## config.mk

```make
export PLATFORM = sky130hd
export DESIGN_NAME = multi_signature_byte_scanner
export DESIGN_NICKNAME = d
export VERILOG_FILES = /design/src/sv/msbs_pkg.sv /design/src/sv/msbs_track.sv /design/src/sv/msbs_count.sv /design/src/sv/multi_signature_byte_scanner.sv
export SDC_FILE = /design/constraint.sdc
export NUM_CORES = 1
export LEC_CHECK = 0
export BUFFER_PORTS_ARGS = -buffer_cell sky130_fd_sc_hd__buf_2
export CORE_ASPECT_RATIO = 1.2
export CORE_UTILIZATION = 50
export DETAILED_ROUTE_END_ITERATION = 10
export PLACE_DENSITY_LB_ADDON = 0.25
export SYNTH_ARGS = -nofsm -noshare
export SYNTH_HDL_FRONTEND = slang
export SYNTH_HIERARCHICAL = 1
export SYNTH_SLANG_ARGS = --single-unit
```

## constraint.sdc

```tcl
create_clock -name clock -period 11.63 [get_ports clock]
set_input_delay 2.326 -clock clock [delete_from_list [all_inputs] [get_ports clock]]
set_output_delay 2.326 -clock clock [all_outputs]
set_load 0.02 [all_outputs]
```

## src/sv/msbs_pkg.sv

```systemverilog
// Shared types, signature table and constants for the multi-signature byte scanner.
package msbs_pkg;

   localparam int COUNT_WIDTH = 16;
   localparam int NUM_SIGS    = 8;
   localparam int IDX_W       = $clog2(NUM_SIGS);
   localparam int ADDR_W      = 32;
   localparam int WIN_BYTES   = 7;
   localparam int FILL_W      = 3;
   localparam int OUT_CNT_W   = 16;

   localparam logic [FILL_W-1:0] FILL_FULL  = FILL_W'(WIN_BYTES);
   localparam logic [FILL_W-1:0] FILL_SHORT = FILL_W'(3);

   localparam logic [ADDR_W-1:0] SHORT_BACK = ADDR_W'(3);
   localparam logic [ADDR_W-1:0] LONG_BACK  = ADDR_W'(7);

   // Signatures packed with the first byte most significant; the short ones use bits 31:0.
   localparam logic [63:0] SIG_VALUE [NUM_SIGS] = '{
      64'h0000_0000_E9C1_FF68, 64'h0000_0000_F9C1_FF68,
      64'h0000_0000_C9CC_FF70, 64'h0000_0000_D9CC_FF70,
      64'h3960_FEE0_7DCB_60CE, 64'h3960_FEE0_7DCB_61CE,
      64'h3960_FC00_100B_60CB, 64'h3960_FC00_100B_61CB
   };
   localparam logic SIG_LONG [NUM_SIGS] = '{
      1'b0, 1'b0, 1'b0, 1'b0, 1'b1, 1'b1, 1'b1, 1'b1
   };

   typedef struct packed {
      logic [7:0]        data_byte;
      logic              section_start;
      logic [ADDR_W-1:0] section_base;
   } req_type;

   typedef struct packed {
      logic [IDX_W-1:0]     pattern_index;
      logic [ADDR_W-1:0]    match_address;
      logic [ADDR_W-1:0]    image_offset;
      logic [OUT_CNT_W-1:0] match_count;
   } rsp_type;

   typedef struct packed {
      logic              hit;
      logic [IDX_W-1:0]  index;
      logic              long_sig;
      logic [ADDR_W-1:0] cur_addr;
   } match_type;

endpackage

```

## src/sv/msbs_track.sv

```systemverilog
// Byte window, running address and signature compare for the scanner.
module msbs_track (
   input  logic                clock,
   input  logic                reset,
   input  logic                adv,
   input  msbs_pkg::req_type   word,
   output msbs_pkg::match_type match
);
   import msbs_pkg::*;

   logic [8*WIN_BYTES-1:0] win_ff, win_in;
   logic [FILL_W-1:0]      fill_ff, fill_in;
   logic [ADDR_W-1:0]      addr_ff, addr_in;

   logic [8*WIN_BYTES-1:0] win_cur;
   logic [FILL_W-1:0]      fill_cur;
   logic [ADDR_W-1:0]      cur_addr;
   logic [63:0]            v;
   logic                   hit;
   logic [IDX_W-1:0]       idx;

   always_comb begin
      // A section start discards the old window and restarts addressing at the new base.
      win_cur  = word.section_start ? '0 : win_ff;
      fill_cur = word.section_start ? '0 : fill_ff;
      cur_addr = word.section_start ? word.section_base : addr_ff;
      v        = {win_cur, word.data_byte};

      hit = 1'b0;
      idx = '0;
      // Walk downward so the lowest matching index takes priority.
      for (int i = NUM_SIGS - 1; i >= 0; i--) begin
         if (SIG_LONG[i]) begin
            if (fill_cur == FILL_FULL && v == SIG_VALUE[i]) begin
               hit = 1'b1;
               idx = IDX_W'(i);
            end
         end else begin
            if (fill_cur >= FILL_SHORT && v[31:0] == SIG_VALUE[i][31:0]) begin
               hit = 1'b1;
               idx = IDX_W'(i);
            end
         end
      end

      win_in  = v[8*WIN_BYTES-1:0];
      fill_in = (fill_cur == FILL_FULL) ? fill_cur : fill_cur + FILL_W'(1);
      addr_in = cur_addr + ADDR_W'(1);

      match.hit      = hit;
      match.index    = idx;
      match.long_sig = SIG_LONG[idx];
      match.cur_addr = cur_addr;
   end

   always_ff @(posedge clock) begin
      if (reset) begin
         win_ff  <= '0;
         fill_ff <= '0;
         addr_ff <= '0;
      end else if (adv) begin
         win_ff  <= win_in;
         fill_ff <= fill_in;
         addr_ff <= addr_in;
      end
   end

endmodule

```

## src/sv/msbs_count.sv

```systemverilog
// Saturating per-signature match counters.
module msbs_count (
   input  logic                               clock,
   input  logic                               reset,
   input  logic                               inc,
   input  logic [msbs_pkg::IDX_W-1:0]         index,
   output logic [msbs_pkg::OUT_CNT_W-1:0]     count_out
);
   import msbs_pkg::*;

   localparam logic [COUNT_WIDTH-1:0] COUNT_MAX = '1;

   logic [COUNT_WIDTH-1:0] counts_ff [NUM_SIGS];
   logic [COUNT_WIDTH-1:0] count_in;
   logic [31:0]            count_wide;

   always_comb begin
      count_in   = (counts_ff[index] == COUNT_MAX) ? counts_ff[index]
                                                   : counts_ff[index] + COUNT_WIDTH'(1);
      count_wide = 32'(count_in);
      count_out  = count_wide[OUT_CNT_W-1:0];
   end

   always_ff @(posedge clock) begin
      if (reset) begin
         for (int i = 0; i < NUM_SIGS; i++) begin
            counts_ff[i] <= '0;
         end
      end else if (inc) begin
         counts_ff[index] <= count_in;
      end
   end

endmodule

```

## src/sv/multi_signature_byte_scanner.sv

```systemverilog
// A word is first registered in the input register; its result is registered once the result side is free.
// Throughput: one word per cycle while results are taken; input stalls while a result waits to be taken.
// A word that matches no signature produces no result.
// Reset clears the window, section address, counters, image base and both valid flags.
// Reset is synchronous and active high; no clearing pass is needed afterwards.
module multi_signature_byte_scanner (
   input  logic                            clock,
   input  logic                            reset,
   input  logic                            req_valid,
   output logic                            req_ready,
   input  msbs_pkg::req_type               req_data,
   output logic                            rsp_valid,
   input  logic                            rsp_ready,
   output msbs_pkg::rsp_type               rsp_data,
   input  logic                            csr_wr_en,
   input  logic [msbs_pkg::ADDR_W-1:0]     csr_wr_data
);
   import msbs_pkg::*;

   logic                in_valid_ff, in_valid_in;
   req_type             in_ff;
   logic                rsp_valid_ff, rsp_valid_in;
   rsp_type             rsp_ff, rsp_in;
   // Image base pre-offset by 3 and 7 (each signature length less one) so each output needs one subtract.
   logic [ADDR_W-1:0]   ib3_ff, ib3_in;
   logic [ADDR_W-1:0]   ib7_ff, ib7_in;

   logic                adv;
   match_type           match;
   logic [OUT_CNT_W-1:0] count_out;

   msbs_track u_track (
      .clock (clock),
      .reset (reset),
      .adv   (adv),
      .word  (in_ff),
      .match (match)
   );

   msbs_count u_count (
      .clock     (clock),
      .reset     (reset),
      .inc       (adv && match.hit),
      .index     (match.index),
      .count_out (count_out)
   );

   always_comb begin
      adv       = in_valid_ff && (!rsp_valid_ff || rsp_ready);
      req_ready = !in_valid_ff || adv;

      in_valid_in = (req_valid && req_ready) ? 1'b1 : (adv ? 1'b0 : in_valid_ff);

      if (adv) begin
         rsp_valid_in = match.hit;
      end else if (rsp_ready) begin
         rsp_valid_in = 1'b0;
      end else begin
         rsp_valid_in = rsp_valid_ff;
      end

      rsp_in.pattern_index = match.index;
      rsp_in.match_address = match.cur_addr - (match.long_sig ? LONG_BACK : SHORT_BACK);
      rsp_in.image_offset  = match.cur_addr - (match.long_sig ? ib7_ff : ib3_ff);
      rsp_in.match_count   = count_out;

      ib3_in = csr_wr_data + SHORT_BACK;
      ib7_in = csr_wr_data + LONG_BACK;

      rsp_valid = rsp_valid_ff;
      rsp_data  = rsp_ff;
   end

   always_ff @(posedge clock) begin
      if (reset) begin
         in_valid_ff  <= 1'b0;
         rsp_valid_ff <= 1'b0;
         ib3_ff       <= SHORT_BACK;
         ib7_ff       <= LONG_BACK;
      end else begin
         in_valid_ff  <= in_valid_in;
         rsp_valid_ff <= rsp_valid_in;
         if (csr_wr_en) begin
            ib3_ff <= ib3_in;
            ib7_ff <= ib7_in;
         end
      end
   end

   always_ff @(posedge clock) begin
      if (req_valid && req_ready) begin
         in_ff <= req_data;
      end
      if (adv && match.hit) begin
         rsp_ff <= rsp_in;
      end
   end

endmodule

```

==> flow_summary.toml, run 1 <==
[synthesis]
syn_area_um2 = 21400
synth_simple_gate_area_share_pct = 19.4
ys_seq_elements = 407
synth_nets = 2148
avgSynthCellArea_um2 = 10.5
seq_area_frac_synth_pct = 49.8
synth_fa_ha_area_share_pct = 2.31
yosysWarnings = 6
synth_top_family_by_area = "simple AND/OR/NAND/NOR gates"
synth_flop_cell = "edfxtp_1"
synth_xor_area_share_pct = 4.87
synth-compound-area-share_pct = 11.9
synth_edf_count = 252
async_flop_share_pct = 0
netlist_instances = 2031
synth_cell_types = 103
muxShareOfSynthArea_pct = 7.91

[sta]
skew_ns = 0.0212
hold_viol_final = 0
min_period_ns = 5.93
setup_viol = 0
clock.fmax_mhz = 169
maxSlewViolCount = 0
slew_headroom_pct = 21.8
setup_tns_ns = 0
hold_slack_ns = 0.473
period_share_pct = 51.0
worstMarginPinSlew_ns = 1.17
rsz0062_at_grt = "no"
layout_setup_ws_ns = 5.70

[die]
dieArea_um2 = 43600
placement_rows = 82
core_um2 = 42000
die_h_um = 229
ioPinCount = 163
die_x_um = 191
start_util_pct = 51.0

[power_and_ir_drop]
p_int_mw = 2.65
leakagePower_nw = 8.73
pwr-share-comb_pct = 13.1
max-vdd-ir-drop_v = 0.0000968
seq_power_share_pct = 46.4
switching_share_pct = 24.9
p_per_area_nw_per_um2 = 148
power_switching_mw = 0.879
clock_power_share_pct = 40.5

[layout]
fin_nets = 2250
diodes = 0
layout_commonest_cell = "nor2_1"
design_area_um2 = 23900
drive_gt1_share_pct = 15.8
final_cell_mix = "295 x nor2_1, 252 x edfxtp_1, 177 x nand2_1"
area_growth_pct = 11.6
num-fill-cells = 3568
final_core_util_pct = 56.9

[worst_setup_path]
crit_required_ns = 11.89
path_class = "reg2reg"
worst_setup_path_start_kind = "flip-flop"
r2r_cells = 15
cp.arrival_ns = 6.20
crit_path_max_fanout = 84
crit_path_end_kind = "flip-flop"

[cts]
ctsLongestPathBuffers = 3
cts.hold.buffers_added = 0
cts-resized-gates = 0
cts_buffers = 42
numClockSinks = 407
cts_tree = "yes"
postCtsSetupRepairBufs = 0
clk_latency_ns = 0.55
root_buffer = "clkbuf_16"
clkTransAtPathRegs_ns = 0.06
cts_max_level = 2

[global_routing]
globalRouteOverflowTotal = 0
grt_pass1_vias = 15627
grt_max_degree = 119
antenna_found_initial = 2
grt_pass1_wl_mm = 84.2
grt_util_all_layers_pct = 24.6

[hold_path]
hold_class = "reg2reg"
hold_depth = 2

[route]
vias = 16160
firstDrtPassIters = 7
wl_per_cell_um = 19.9
ant_nets = 0
drtIter0Drc = 1188
avgViaCountPerCell = 5.96
drc = 0
drt-total-wl_mm = 54.0

[job]
drv_cap = 0

[place]
portBuffers = 162
pre_cts_slack_ns = 5.70
hpwl_mm = 37.2
gp_congestion = 0.916
dpl-instance-area_um2 = 22400

[outcome]
outcome = "finished, final reports clean"
[metrics by stage]
stage | power, mW | instances
floorplan | 1.99 | 2031
global placement | 2.11 | 2635
detailed placement | 2.12 | 2635
CTS | 3.55 | 2712
global route | 3.65 | 2712
finish | 3.53 | 2712
[cell usage after synthesis, drive strengths merged, types with 15 or more instances]
master	number	share of area (%)
mux2	25	1.3
inv	48	0.84
clkbuf	77	1.4
dfxtp	155	14
nand2b	25	0.73
edfxtp	252	35
nand3	47	1.3
o21ai	47	1.1
xnor2	53	2.2
nor4	25	0.97
nand4	42	1.3
a311oi	15	0.61
mux4	29	3.4
a211oi	57	2.2
xor2	66	2.7
and3	21	0.61
mux2i	66	3.2
nor3b	23	0.83
nor3	50	1.4
a21oi	117	2.7
a31oi	16	0.47
ha	38	2.2
buf	44	1.6
nand2	177	3.1
nor2b	17	0.50
a21o	23	0.81
nor2	296	5.2
[power by group through the flow]
stage	Clock, mW	Sequential, mW	Combinational (mW)
after floorplan	0	1.65	0.340
final	1.43	1.64	0.463
after global placement	0	1.66	0.448
after global routing	1.50	1.64	0.507
after CTS	1.45	1.64	0.460
after detailed placement	0	1.67	0.456
[critical path, stage by stage (launching register included)]
cell and delay, ns:
edfxtp_1 0.38, buf_4 0.45, buf_4 0.76, o2111ai_1 0.26, o31ai_1 0.11, nand2_1 0.18, o21ai_4 0.19, buf_4 0.54
mux4_1 0.39, mux2i_1 0.13, inv_1 0.19, ha_1 0.22, nand4_2 0.22, nor4_4 0.81, mux2i_1 0.65, nor3b_1 0.11
[kinds of logic after synthesis]
group                      Yosys count
buffers and inverters              169
adders and majority gates           39
muxes                              120
xor gates and xnor gates           119
AOI/OAI and AO/OA                  367
DFF                                407
and+or+nand+nor                    810
[sequential cells by signal, summed over array words and instances, names as in the netlist]
name               count
u_count/counts_ff    128
rsp_data              83
u_track/win_ff        56
in_ff                 41
ib3_ff                32
u_track/addr_ff       32
ib7_ff                30
u_track/fill_ff        3
in_valid_ff            1
rsp_valid              1
[metal layers]
| layer | routed length, µm | share of wire, % | up-vias | track usage (%) |
|---|---|---|---|---|
| met1 | 21400 | 40 | 7872 | 29.8 |
| li1 | - | - | 7705 | - |
| met5 | 24 | 0.044 | - | 0 |
| met2 | 28300 | 52 | 488 | 44.5 |
| met3 | 2910 | 5.4 | 91 | 3.36 |
| met4 | 1450 | 2.7 | 4 | 7.85 |
[final cells by class]
class | instances | area, µm² | share of cell area [%]
clock buffer | 58 | 1190 | 4.96
multi-input combinational | 1455 | 9960 | 41.7
clock inverter | 19 | 273 | 1.14
inverter | 48 | 180 | 0.754
tap | 546 | 683 | 2.86
timing repair buffer | 179 | 943 | 3.95
sequential | 407 | 10700 | 44.7
[path summary, 6_finish.rpt]
| kind | start | end | slack (ns) |
|---|---|---|---|
| worst max register to register | in_ff[32] | u_count/counts_ff[6][14] | 5.70 |
| worst min-delay path | u_track/addr_ff[9] | u_track/addr_ff[9] | 0.47 |
| worst min register to register | u_track/addr_ff[9] | u_track/addr_ff[9] | 0.47 |
| worst max-delay path | in_ff[32] | u_count/counts_ff[6][14] | 5.70 |
Note: power is estimated with default switching activity, not from simulation.
==> run 2, diff against run 1 <==
==> constraint.sdc (replaced) <==
create_clock -name clock -period 5.6 [get_ports clock]
set_input_delay 1.12 -clock clock [delete_from_list [all_inputs] [get_ports clock]]
set_output_delay 1.12 -clock clock [all_outputs]
set_load 0.02 [all_outputs]
==> flow_summary.toml, run 2 (same netlist as run 1, synthesis figures left out) <==
[route]
drc = 0
drtIter0Drc = 1189
wl_per_cell_um = 20.3
ant_nets = 0
drt-total-wl_mm = 55.6
avgViaCountPerCell = 5.91
firstDrtPassIters = 5
vias = 16158

[hold_path]
hold_class = "reg2reg"

[layout]
drive_gt1_share_pct = 16.9
layout_commonest_cell = "nor2_1"
regMostFlops = "u_count/counts_ff"
fin_cells = 2736
final_cell_mix = "295 x nor2_1, 252 x edfxtp_1, 177 x nand2_1"
fin_nets = 2273
largest_register_ffs = 128
design_area_um2 = 24000
final_core_util_pct = 57.1
num-fill-cells = 3588
area_growth_pct = 12.0

[global_routing]
grt_util_all_layers_pct = 25.6
antenna_found_initial = 0
grt_pass1_vias = 16228
grt_max_degree = 123
grt_pass1_wl_mm = 87.6
globalRouteOverflowTotal = 0

[sta]
rsz0062_at_grt = "no"
skew_ns = 0.0180
slew_headroom_pct = 21.7
setup_tns_ns = 0
clock.fmax_mhz = 202
period_share_pct = 88.5
hold_slack_ns = 0.464
maxSlewViolCount = 0
worstMarginPinSlew_ns = 1.17
hold_viol_final = 0
min_period_ns = 4.96
setup_viol = 0
layout_setup_ws_ns = 0.645

[die]
core_um2 = 42000
dieArea_um2 = 43600
placement_rows = 82
die_h_um = 229
ioPinCount = 163
die_x_um = 191
start_util_pct = 51.0

[cts]
cts_buffers = 43
root_buffer = "clkbuf_16"
cts_tree = "yes"
cts.hold.buffers_added = 0
numClockSinks = 407
ctsLongestPathBuffers = 3
clk_latency_ns = 0.56
cts-resized-gates = 0
clkTransAtPathRegs_ns = 0.07
cts_max_level = 2
postCtsSetupRepairBufs = 0

[job]
drv_cap = 0

[worst_setup_path]
worst_setup_path_start_kind = "flip-flop"
crit_required_ns = 5.88
crit_path_end_kind = "flip-flop"
path_class = "reg2reg"
cp.arrival_ns = 5.24
crit_path_max_fanout = 11

[power_and_ir_drop]
leakagePower_nw = 8.79
p_per_area_nw_per_um2 = 296
power.total_mw = 7.10
max-vdd-ir-drop_v = 0.000185

[place]
dpl-instance-area_um2 = 22600
portBuffers = 162
gp_congestion = 0.897
dp_cells = 2657
hpwl_mm = 38.3
pre_cts_slack_ns = 0.627

[outcome]
outcome = "finished, final reports clean"
==> run 2: final timing paths <==
| path | slack (ns) | end | cells after the start | from |
|---|---|---|---|---|
| worst max register to register | 0.64 | rsp_data[44] | 15 | in_ff[32] |
| worst min register to register | 0.46 | u_track/addr_ff[9] | 2 | u_track/addr_ff[9] |
| worst max-delay path | 0.64 | rsp_data[44] | 15 | in_ff[32] |
| worst min-delay path | 0.46 | u_track/addr_ff[9] | 2 | u_track/addr_ff[9] |
==> run 2: area by class of cell <==
class	instances	area [µm²]	share of cell area (%)
diodes	1	2.50	0.0104
clock buffers	60	1240	5.16
clock inverters	18	109	0.454
inverters	48	180	0.752
multi-input cells	1455	9960	41.5
flip-flops and latches	407	10700	44.5
well taps	546	683	2.85
repair buffers	201	1130	4.73
==> run 2: layer usage <==
metal	vias up	part of all wire, %	GRT usage, %
li1	7757	-	-
met1	7823	40	31.3
met2	459	51	45.0
met3	119	4.8	3.33
met4	0	3.9	10.6
met5	-	0	0
==> run 2: worst max-delay path, cell delays in order, from the launching register on <==
cell and delay [ns]:
edfxtp_1 0.43, nor2b_1 0.19, ha_1 0.25, nand4_1 0.10, nor4_1 0.41, nand2_1 0.25
nor2_4 0.40, buf_4 0.31, mux2i_1 0.24, ha_1 0.31, a211o_1 0.30, a221o_1 0.34
o21ai_0 0.46, nor2_1 0.15, o41ai_1 0.40, xnor2_1 0.13
==> run 2: power breakdown <==
group / leakage, nW / switching [mW] / total, mW / internal, mW
sequential: 3.64 / 0.0617 / 3.39 / 3.33
clock: 0.668 / 1.19 / 2.74 / 1.55
combinational: 4.49 / 0.606 / 0.972 / 0.366
total: 8.79 / 1.86 / 7.10 / 5.25
